$ cat config.mk
export PLATFORM = sky130hd
export DESIGN_NAME = sorted_list_table
export DESIGN_NICKNAME = d
export VERILOG_FILES = /design/src/slt_pkg.sv /design/src/sorted_list_table.sv /design/src/slt_mem.sv /design/src/slt_ctrl.sv
export SDC_FILE = /design/constraint.sdc
export NUM_CORES = 2
export LEC_CHECK = 0
export BUFFER_PORTS_ARGS = -buffer_cell sky130_fd_sc_hd__buf_2
export CORE_ASPECT_RATIO = 1.75
export CORE_UTILIZATION = 30
export CTS_CLUSTER_DIAMETER = 200
export DETAILED_ROUTE_END_ITERATION = 10
export REMOVE_ABC_BUFFERS = 1
export SYNTH_ARGS = -nofsm -noshare
export SYNTH_HDL_FRONTEND = slang
export SYNTH_SLANG_ARGS = --single-unit
export TNS_END_PERCENT = 50
$ cat constraint.sdc
create_clock -name clk -period 4 [get_ports clk]
set_clock_uncertainty 0.15 [all_clocks]
set_input_delay 0.4 -clock clk [delete_from_list [all_inputs] [get_ports clk]]
set_output_delay 0.4 -clock clk [all_outputs]
set_load 0.005 [all_outputs]
$ cat src/slt_pkg.sv
// slt_pkg: item and result types, operation and status codes
// for the sorted list table. No dependencies.
`timescale 1ns / 1ps
`default_nettype none

package slt_pkg;

    localparam logic [1:0] OP_INSERT = 2'd0;
    localparam logic [1:0] OP_SEARCH = 2'd1;
    localparam logic [1:0] OP_REMOVE = 2'd2;

    localparam logic [1:0] ST_OK        = 2'd0;
    localparam logic [1:0] ST_NOT_FOUND = 2'd1;
    localparam logic [1:0] ST_EMPTY     = 2'd2;
    localparam logic [1:0] ST_FULL      = 2'd3;

    typedef struct packed {
        logic [1:0]         operation;
        logic signed [31:0] item_value;
    } slt_item_t;

    typedef struct packed {
        logic [1:0] status;
        logic [4:0] position;
        logic [5:0] entry_count;
    } slt_result_t;

endpackage

`default_nettype wire

$ cat src/sorted_list_table.sv
// Sorted list table: keeps up to CAPACITY signed 32-bit values in ascending order in one
// on-chip memory (duplicates allowed) and serves insert, search and remove items, one
// result item each. An item is taken only while the sequencer is idle; the result sits in
// an output register, so the next item can be taken while it waits. Per item: the item is
// taken, the lower bound is found by binary search with one memory read per probe, search
// and remove add the equality read, insert and remove read then write every entry moved
// (through the single memory port pair), insert adds the final write, and the result is
// handed to the output register. A refused item (full, empty, unknown code) goes straight
// to the result.
// The memory needs no clearing after reset: only entries below the count are read.
// Depends on slt_pkg, slt_ctrl, slt_mem.
`timescale 1ns / 1ps
`default_nettype none

module sorted_list_table #(
    parameter int CAPACITY = 32
) (
    input  wire logic                 clk,
    input  wire logic                 rst_n,
    input  wire logic                 item_valid,
    output logic                      item_stall,
    input  wire slt_pkg::slt_item_t   item_data,
    output logic                      result_valid,
    input  wire logic                 result_stall,
    output slt_pkg::slt_result_t      result_data
);

    import slt_pkg::*;

    localparam int AW = (CAPACITY > 1) ? $clog2(CAPACITY) : 1;

    logic          busy;
    logic          res_valid;
    slt_result_t   res_data;
    logic          slot_free;
    logic          rd_en;
    logic [AW-1:0] rd_addr;
    logic [31:0]   rd_data;
    logic          wr_en;
    logic [AW-1:0] wr_addr;
    logic [31:0]   wr_data;

    logic          result_valid_reg;
    slt_result_t   result_data_reg;

    assign slot_free  = !result_valid_reg || !result_stall;
    assign item_stall = busy;

    slt_ctrl #(
        .CAPACITY (CAPACITY),
        .AW       (AW)
    ) u_ctrl (
        .clk        (clk),
        .rst_n      (rst_n),
        .item_valid (item_valid),
        .item_data  (item_data),
        .busy       (busy),
        .res_valid  (res_valid),
        .res_data   (res_data),
        .res_ready  (slot_free),
        .rd_en      (rd_en),
        .rd_addr    (rd_addr),
        .rd_data    (rd_data),
        .wr_en      (wr_en),
        .wr_addr    (wr_addr),
        .wr_data    (wr_data)
    );

    slt_mem #(
        .DEPTH (CAPACITY),
        .AW    (AW)
    ) u_mem (
        .clk     (clk),
        .wr_en   (wr_en),
        .wr_addr (wr_addr),
        .wr_data (wr_data),
        .rd_en   (rd_en),
        .rd_addr (rd_addr),
        .rd_data (rd_data)
    );

    // output register
    always_ff @(posedge clk or negedge rst_n)
    begin
        if (!rst_n)
        begin
            result_valid_reg <= 1'b0;
        end
        else if (slot_free)
        begin
            result_valid_reg <= res_valid;
        end
    end

    always_ff @(posedge clk)
    begin
        if (slot_free && res_valid)
        begin
            result_data_reg <= res_data;
        end
    end

    assign result_valid = result_valid_reg;
    assign result_data  = result_data_reg;

endmodule

`default_nettype wire

$ cat src/slt_mem.sv
// slt_mem: single-clock table memory, one write and one read port,
// read data registered. No dependencies.
`timescale 1ns / 1ps
`default_nettype none

module slt_mem #(
    parameter int DEPTH = 32,
    parameter int AW    = 5
) (
    input  wire logic          clk,
    input  wire logic          wr_en,
    input  wire logic [AW-1:0] wr_addr,
    input  wire logic [31:0]   wr_data,
    input  wire logic          rd_en,
    input  wire logic [AW-1:0] rd_addr,
    output logic      [31:0]   rd_data
);

    logic [31:0] mem [DEPTH];
    logic [31:0] rd_data_reg;

    always_ff @(posedge clk)
    begin
        if (wr_en)
        begin
            mem[wr_addr] <= wr_data;
        end
        if (rd_en)
        begin
            rd_data_reg <= mem[rd_addr];
        end
    end

    assign rd_data = rd_data_reg;

endmodule

`default_nettype wire

$ cat src/slt_ctrl.sv
// slt_ctrl: operation sequencer: binary search for the lower bound,
// entry shifting for insert and remove. Uses slt_pkg, drives slt_mem.
`timescale 1ns / 1ps
`default_nettype none

module slt_ctrl #(
    parameter int CAPACITY = 32,
    parameter int AW       = 5
) (
    input  wire logic              clk,
    input  wire logic              rst_n,
    input  wire logic              item_valid,
    input  wire slt_pkg::slt_item_t item_data,
    output logic                   busy,
    output logic                   res_valid,
    output slt_pkg::slt_result_t   res_data,
    input  wire logic              res_ready,
    output logic                   rd_en,
    output logic      [AW-1:0]     rd_addr,
    input  wire logic [31:0]       rd_data,
    output logic                   wr_en,
    output logic      [AW-1:0]     wr_addr,
    output logic      [31:0]       wr_data
);

    import slt_pkg::*;

    localparam int CW = $clog2(CAPACITY + 1);

    typedef enum logic [2:0] {
        S_IDLE,
        S_BS,
        S_BS_WAIT,
        S_CHK_WAIT,
        S_SH_RD,
        S_SH_WR,
        S_INS_PUT,
        S_DONE
    } state_t;

    state_t             state_reg,  state_next;
    logic [1:0]         op_reg,     op_next;
    logic signed [31:0] val_reg,    val_next;
    logic [CW-1:0]      lo_reg,     lo_next;
    logic [CW-1:0]      hi_reg,     hi_next;
    logic [CW-1:0]      count_reg,  count_next;
    logic [AW-1:0]      mid_reg,    mid_next;
    logic [AW-1:0]      ptr_reg,    ptr_next;
    logic [AW-1:0]      pos_reg,    pos_next;
    logic [1:0]         status_reg, status_next;

    logic [CW:0]        bound_sum;
    logic [AW-1:0]      mid_calc;
    logic [CW-1:0]      last_idx;

    assign bound_sum = {1'b0, lo_reg} + {1'b0, hi_reg};
    assign mid_calc  = AW'(bound_sum >> 1);
    assign last_idx  = count_reg - CW'(1);

    always_comb
    begin
        state_next  = state_reg;
        op_next     = op_reg;
        val_next    = val_reg;
        lo_next     = lo_reg;
        hi_next     = hi_reg;
        count_next  = count_reg;
        mid_next    = mid_reg;
        ptr_next    = ptr_reg;
        pos_next    = pos_reg;
        status_next = status_reg;
        rd_en       = 1'b0;
        rd_addr     = '0;
        wr_en       = 1'b0;
        wr_addr     = '0;
        wr_data     = val_reg;

        unique case (state_reg)
            S_IDLE:
            begin
                if (item_valid)
                begin
                    op_next  = item_data.operation;
                    val_next = item_data.item_value;
                    lo_next  = '0;
                    hi_next  = count_reg;
                    pos_next = '0;
                    priority if (item_data.operation == OP_INSERT &&
                                 count_reg == CW'(CAPACITY))
                    begin
                        status_next = ST_FULL;
                        state_next  = S_DONE;
                    end
                    else if (item_data.operation == OP_REMOVE && count_reg == '0)
                    begin
                        status_next = ST_EMPTY;
                        state_next  = S_DONE;
                    end
                    else if (item_data.operation != OP_INSERT &&
                             item_data.operation != OP_SEARCH &&
                             item_data.operation != OP_REMOVE)
                    begin
                        status_next = ST_NOT_FOUND;
                        state_next  = S_DONE;
                    end
                    else
                    begin
                        state_next = S_BS;
                    end
                end
            end

            S_BS:
            begin
                priority if (lo_reg < hi_reg)
                begin
                    rd_en      = 1'b1;
                    rd_addr    = mid_calc;
                    mid_next   = mid_calc;
                    state_next = S_BS_WAIT;
                end
                else if (op_reg == OP_INSERT)
                begin
                    // lower bound at the end needs no shifting
                    if (lo_reg == count_reg)
                    begin
                        state_next = S_INS_PUT;
                    end
                    else
                    begin
                        ptr_next   = AW'(last_idx);
                        state_next = S_SH_RD;
                    end
                end
                else if (lo_reg < count_reg)
                begin
                    rd_en      = 1'b1;
                    rd_addr    = AW'(lo_reg);
                    state_next = S_CHK_WAIT;
                end
                else
                begin
                    status_next = ST_NOT_FOUND;
                    state_next  = S_DONE;
                end
            end

            S_BS_WAIT:
            begin
                if ($signed(rd_data) < val_reg)
                begin
                    lo_next = CW'(mid_reg) + CW'(1);
                end
                else
                begin
                    hi_next = CW'(mid_reg);
                end
                state_next = S_BS;
            end

            S_CHK_WAIT:
            begin
                priority if (rd_data != val_reg)
                begin
                    status_next = ST_NOT_FOUND;
                    state_next  = S_DONE;
                end
                else if (op_reg == OP_SEARCH || lo_reg == last_idx)
                begin
                    // search hit, or removal of the last entry
                    if (op_reg == OP_REMOVE)
                    begin
                        count_next = last_idx;
                    end
                    status_next = ST_OK;
                    pos_next    = AW'(lo_reg);
                    state_next  = S_DONE;
                end
                else
                begin
                    ptr_next   = AW'(lo_reg) + AW'(1);
                    state_next = S_SH_RD;
                end
            end

            S_SH_RD:
            begin
                rd_en      = 1'b1;
                rd_addr    = ptr_reg;
                state_next = S_SH_WR;
            end

            S_SH_WR:
            begin
                wr_en   = 1'b1;
                wr_data = rd_data;
                if (op_reg == OP_INSERT)
                begin
                    // move up, walking from the top down to the lower bound
                    wr_addr = ptr_reg + AW'(1);
                    if (CW'(ptr_reg) == lo_reg)
                    begin
                        state_next = S_INS_PUT;
                    end
                    else
                    begin
                        ptr_next   = ptr_reg - AW'(1);
                        state_next = S_SH_RD;
                    end
                end
                else
                begin
                    // move down, walking from the hit up to the top
                    wr_addr = ptr_reg - AW'(1);
                    if (CW'(ptr_reg) == last_idx)
                    begin
                        count_next  = last_idx;
                        status_next = ST_OK;
                        pos_next    = AW'(lo_reg);
                        state_next  = S_DONE;
                    end
                    else
                    begin
                        ptr_next   = ptr_reg + AW'(1);
                        state_next = S_SH_RD;
                    end
                end
            end

            S_INS_PUT:
            begin
                wr_en       = 1'b1;
                wr_addr     = AW'(lo_reg);
                wr_data     = val_reg;
                count_next  = count_reg + CW'(1);
                status_next = ST_OK;
                pos_next    = AW'(lo_reg);
                state_next  = S_DONE;
            end

            S_DONE:
            begin
                if (res_ready)
                begin
                    state_next = S_IDLE;
                end
            end

            default:
            begin
                state_next = S_IDLE;
            end
        endcase
    end

    always_ff @(posedge clk or negedge rst_n)
    begin
        if (!rst_n)
        begin
            state_reg  <= S_IDLE;
            count_reg  <= '0;
            op_reg     <= OP_INSERT;
            val_reg    <= '0;
            lo_reg     <= '0;
            hi_reg     <= '0;
            mid_reg    <= '0;
            ptr_reg    <= '0;
            pos_reg    <= '0;
            status_reg <= ST_OK;
        end
        else
        begin
            state_reg  <= state_next;
            count_reg  <= count_next;
            op_reg     <= op_next;
            val_reg    <= val_next;
            lo_reg     <= lo_next;
            hi_reg     <= hi_next;
            mid_reg    <= mid_next;
            ptr_reg    <= ptr_next;
            pos_reg    <= pos_next;
            status_reg <= status_next;
        end
    end

    assign busy                 = (state_reg != S_IDLE);
    assign res_valid            = (state_reg == S_DONE);
    assign res_data.status      = status_reg;
    assign res_data.position    = 5'(pos_reg);
    assign res_data.entry_count = 6'(count_reg);

endmodule

`default_nettype wire

* After elaboration in Yosys (flattened, before gate mapping) *
Memory sizes are Yosys's and may differ from the RTL's. A register that Yosys moved wholly into a read port is not among the register bits.
Index checks and enable logic that the tools add are counted.
W data, S select, Z words.

word-level totals
  output and inout bits = 15
  register bits after elaboration = 86
  bits of input ports = 38
  RAM bits = 1,024
  memories = 1
  word-level logic and storage cells = 160

memory list
  name       depth  width  read ports  clocked after Yosys merged registers in  wr ports  line           text
  u_mem.mem  32     32     1           1                                        1         slt_mem.sv:19  logic [31:0] mem [DEPTH];

operators by class
  mux-type cells = 68
  reductions and logical operators = 30
  add/sub/neg operators = 7
  $lt $le $gt $ge = 3
  equality and inequality tests = 37

operators by type and width
  operator               number
  $mux W5                17
  $mux W6                9
  $lt A32 B32 Y1         1
  $mux W32               1
  $ne A32 B32 Y1         1
  $mux W2                15
  $mux W3                10
  $pmux W3 S8            1
  $pmux W6 S2            2
  $ne A2 B2 Y1 const B   10
  $pmux W5 S2            2
  $pmux W5 S4            1
  $pmux W6 S3            1
  $pmux W5 S3            1
  $ne A2 B1 Y1 const B   7
  $eq A3 B3 Y1 const B   4
  $eq A5 B6 Y1           2
  $eq A6 B6 Y1           2
  $lt A6 B6 Y1           2
  $reduce_and A6 Y1      2
  $add A5 B1 Y5 const B  2
  $pmux W2 S5            1
  $reduce_and A9 Y1      1
  $reduce_bool A3 Y1     3
  other kinds (29)       47

* Depth between registers and ports, before layout *
  depth in word-level cells = 8
  depth in mapped cells = 17

* Modules after synthesis *
Synthesis repeated with hierarchy kept, for this count alone.

unflattened totals
  cell total of the unflattened synthesis = 2,956
  area, all modules = 47,126.4 µm²

modules (own cells, without submodules)
  module             seq. area each (µm²)  cells an instance  area each (µm²)  instances
  slt_mem            31,710.4              2,260              40,812.9         1
  slt_ctrl           1,801.7               679                5,875.6          1
  sorted_list_table  415.4                 17                 437.9            1

* Worst setup path before layout *
OpenSTA, ideal clock, no wires.

  path type = flip-flop to flip-flop
  start point = reg u_ctrl.ptr_reg[0]
  end point = mem u_mem.mem[0][0] (enable)
  data required time = 3.429 ns
  setup slack = 0.238 ns
  setup time = 0.421 ns
  cell stages (with the launch flop) = 11
  period minus slack after synthesis = 3.762 ns
  arrival = 3.191 ns
  cells stage by stage = dfrtp_1 clkbuf_1 inv_1 ha_1 nand2_1 nor3_1 a41oi_1 xnor2_1 a22oi_1 nand3_1 nor2_1

between the ends
  word-level cells in the longest chain between the ends = 3
  elaborated cells between the ends (all ways) = 4
  those cells by class = add/sub: 2; mux: 2

RTL lines
  what                                                   line                              text
  start, declared                                        slt_ctrl.sv:48                    logic [AW-1:0] ptr_reg, ptr_next;
  start signal, assigned                                 slt_ctrl.sv:280                   ptr_reg <= ptr_next;
  $sub A5 B1 Y5 / $add A5 B1 Y5 (equally long branches)  slt_ctrl.sv:214, slt_ctrl.sv:200
  $mux W5 (*)                                            slt_ctrl.sv:197                   if (op_reg == OP_INSERT)
  $pmux W5 S2 (*)                                        slt_ctrl.sv:78                    unique case (state_reg)
  end, declared                                          slt_mem.sv:19

Every way passes the cells marked *; elsewhere a longest branch is shown, timed or not.

* Final worst setup path *
  start point = reg u_ctrl.lo_reg[5]
  end point = reg u_mem.rd_data_reg[29], in the netlist u_mem.rd_data[29] (read register of u_mem.mem) (data pin)

between the ends
  word-level cells in the longest chain between the ends = 5
  elaborated cells between the ends (all ways) = 11
  those cells by class = add/sub: 1; order compare: 2; mux: 8

RTL lines
  what                                               line             text
  start, declared                                    slt_ctrl.sv:44   logic [CW-1:0] lo_reg, lo_next;
  start signal, assigned                             slt_ctrl.sv:277  lo_reg <= lo_next;
  $lt A6 B6 Y1                                       slt_ctrl.sv:135  else if (lo_reg < count_reg)
  $mux W5 / $mux W1 (equally long branches)          slt_ctrl.sv:135
  $mux W5 / $mux W1 (equally long branches)          slt_ctrl.sv:122  else if (op_reg == OP_INSERT)
  $mux W5 / $mux W1 (equally long branches)          slt_ctrl.sv:115  priority if (lo_reg < hi_reg)
  $pmux W5 S2 / $pmux W1 S2 (equally long branches)  slt_ctrl.sv:78
  end, declared                                      slt_mem.sv:20    logic [31:0] rd_data_reg;

Parallel ways exist; a longest one is shown, timed or not.
A chain may end at the register's enable or synchronous reset.

==> results.toml <==
[power_and_ir_drop]
total_power_uw = 48300
power.leakage_uw = 0.0194
power_density_nw_per_um2 = 872
ir_drop_uv = 550

[floorplan]
num_rows = 192
die_h_um = 526
start_util_pct = 30.2
die-area_um2 = 159000
die_w_um = 302
ios = 53
fp.coreArea_um2 = 156000

[finish]
largest_reg_flops = 1024
stdcell_area_um2 = 55400
layout-drive-gt1-share_pct = 15.1
nNetsFinal = 3538
syn_to_final_growth_pct = 17.5
final_core_utilization_pct = 35.5
stdcell_count = 5563

[logic_synthesis]
synth_top_area_share_pct = 68.1
yosysTopAreaCell = "edfxtp_1"
syn_area_per_cell_um2 = 14.6
ys.flop_type = "edfxtp_1"
synth-edff-count = 1069
yosys_warnings = 0
synth_area_um2 = 47100
synthCells = 3236
synth_seq_cells = 1142
synthTopCellsByArea = "edfxtp_1 68%, mux2i_1 6.9%, dfrtp_1 3.9%"
yosysSeqAreaShare_pct = 72.0
async_reset_ff_share_pct = 6.39
yosysUniqueCellTypes = 72

[timing]
worst-slew-pin-transition_ps = 1260
period_share_pct = 100
slew_headroom_pct = 15.7
slew_violations = 0
setup_viol = 1
hold_violations = 0
fin_crit_ps = 4000
tns_ps = -2.58
setup_ws_ps = -2.58
fmax_mhz = 250
rsz0062_at_grt = "no"

[route]
dr.pass1.iters = 9
viasPerCell = 5.22
wl_um = 142000
wire_per_inst_um = 25.6
vias = 29000
drtIter0Drc = 2772
drc = 12
ant_nets = 0

[placed_design]
io_buffers = 52
post-place-cells = 5340
hpwlAfterDp_um = 86500
place_area_um2 = 51700
routabilityCongestion = 0.853

[global_routing]
gr-usage-all-layers_pct = 17.6
overflow = 0
grt_pass1_wl_um = 201000
grt_antenna_before_repair = 1
grt_max_degree = 81
grt_pass1_vias = 29000

[setup_path]
cp_max_fo = 14
worstPathRequired_ps = 4290
timing_worst_setup_path_type = "register to register"
arrival_ps = 4290
r2r_start = "u_ctrl.lo_reg[5]$_DFFE_PN0P_"
worstSetupEndpointType = "register"
start_kind = "register"
reg2reg_to = "u_mem.rd_data[29]$_DFFE_PP_"
reg2regPathDepth = 10
r2r_slack_ps = -3

[cts]
clockBufferDepth = 3
clock-sinks = 1142
clk_latency_ps = 710
htreeDepth = 3
cts_root_buffer = "clkbuf_16"
cts_tree = "done"
numCtsBuffers = 96
path_clk_slew_ps = 70

[hold_path]
hp-start = "u_ctrl.status_reg[0]$_DFFE_PN0P_"
min_path_type = "register to register"
holdPathEnd = "result_data[11]$_DFFE_PP_"
hold_depth = 0

[outcome]
outcome = "complete, but fails checks"
violations = "design-rule violations, negative setup slack"

[flow_run]
maxCapViolCount = 0
[cells in the mapped netlist, types with 21 or more instances]
master and number:
edfxtp_1 1069, mux2i_1 324, nand3_1 239, buf_2 48, a32oi_1 33, inv_1 51
o22ai_1 35, ha_1 54, nor4_2 25, o21ai_0 160, and3_1 37, nand2_1 445
a31oi_1 69, nor2_1 60, a21oi_1 59, buf_1 21, a2111o_1 32, o211ai_1 35
a22oi_1 40, clkbuf_1 107, dfrtp_1 73, xnor2_1 23
[worst max-delay path: stages (launching register included)]
cell	delay (ps)
dfrtp_1	470
ha_1	430
or4b_1	560
nand4_1	120
a211o_1	150
a32oi_1	70
a21boi_2	230
or3b_2	740
buf_12	250
o21ai_0	520
nor4_2	60
[cells in the final DEF (no fill, tap or decap), types with 25 or more instances in the layout]
cell	count
a22oi_1	40
o211ai_1	35
nor4_2	25
a21oi_1	57
ha_1	54
o21ai_0	128
buf_4	165
nor2_1	25
and3_1	36
nand3_1	237
edfxtp_1	1069
dfrtp_1	73
clkbuf_16	97
a32oi_1	33
dlygate4sd3_1	37
nor2_4	37
a2111o_1	32
nand2_1	445
mux2i_1	324
a31oi_1	69
o22ai_1	35
buf_12	58
inv_1	51
buf_2	51
[stage by stage]
step           worst slack, ps  hold slack (ps)
4_1_cts                   30.7              277
3_3_place_gp             -71.6              282
2_1_floorplan            -8220            -45.6
5_1_grt                   3.68              316
3_5_place_dp             -86.2              290
6_report                 -2.58              298
[worst max path at each step]
stage | cells past startpoint | end | slack (ps) | from
2_1_floorplan | 9 | u_mem.rd_data[0]$_DFFE_PP_ | -8220 | u_ctrl.lo_reg[1]$_DFFE_PN0P_
3_3_place_gp | 10 | u_mem.rd_data[29]$_DFFE_PP_ | -70 | u_ctrl.lo_reg[3]$_DFFE_PN0P_
3_5_place_dp | 12 | u_mem.rd_data[24]$_DFFE_PP_ | -90 | u_ctrl.hi_reg[1]$_DFFE_PN0P_
4_1_cts | 12 | u_mem.rd_data[29]$_DFFE_PP_ | 30 | u_ctrl.lo_reg[3]$_DFFE_PN0P_
5_1_grt | 10 | u_mem.rd_data[29]$_DFFE_PP_ | 4 | u_ctrl.lo_reg[5]$_DFFE_PN0P_
6_report | 10 | u_mem.rd_data[29]$_DFFE_PP_ | -3 | u_ctrl.lo_reg[5]$_DFFE_PN0P_
[report_power, final]
group | switching [uW] | internal [uW]
Sequential | 753 | 17700
Clock | 4340 | 5390
Combinational | 13600 | 6540
[repair_timing]
action,4_1_cts,5_1_grt
hold buffers,37,0
setup buffers,2,5
hold endpoints to repair,110,0
endpoints found under the setup margin,10,7
pin swaps,1,1
gates resized for setup,0,2
[area by class of cell]
cell class | count | area [um^2]
Antenna cell | 1 | 2.50
Clock buffer | 120 | 2550
Clock inverter | 58 | 657
Fill cell | 14900 | 101000
Inverter | 52 | 195
Multi-Input combinational cell | 1842 | 12500
Sequential cell | 1142 | 33900
Tap cell | 2037 | 2550
Timing Repair Buffer | 311 | 3030
[cells by family (layout without fill, tap and decap cells)]
family	after synthesis	in the layout	share of synthesized area (%)
XOR/XNOR	39	39	0.754
multiplexers	330	330	7.03
other	0	1	0
flip-flops	1142	1142	72.0
AO/OA/AOI/OAI	522	522	7.32
adder cells (fa/ha/maj)	55	55	1.48
AND/OR/NAND/NOR	896	896	8.99
buffers and inverters	252	541	2.43
[layer usage]
| layer | vias to the layer above | GRT usage [%] | part of all wire [%] |
|---|---|---|---|
| met5 | - | 0 | 0 |
| met4 | 0 | 8.55 | 4.9 |
| met3 | 286 | 1.84 | 4.9 |
| met2 | 1071 | 32.5 | 53 |
| met1 | 14900 | 19.8 | 37 |
| li1 | 12800 | - | - |
(Power assumes the default switching activity.)
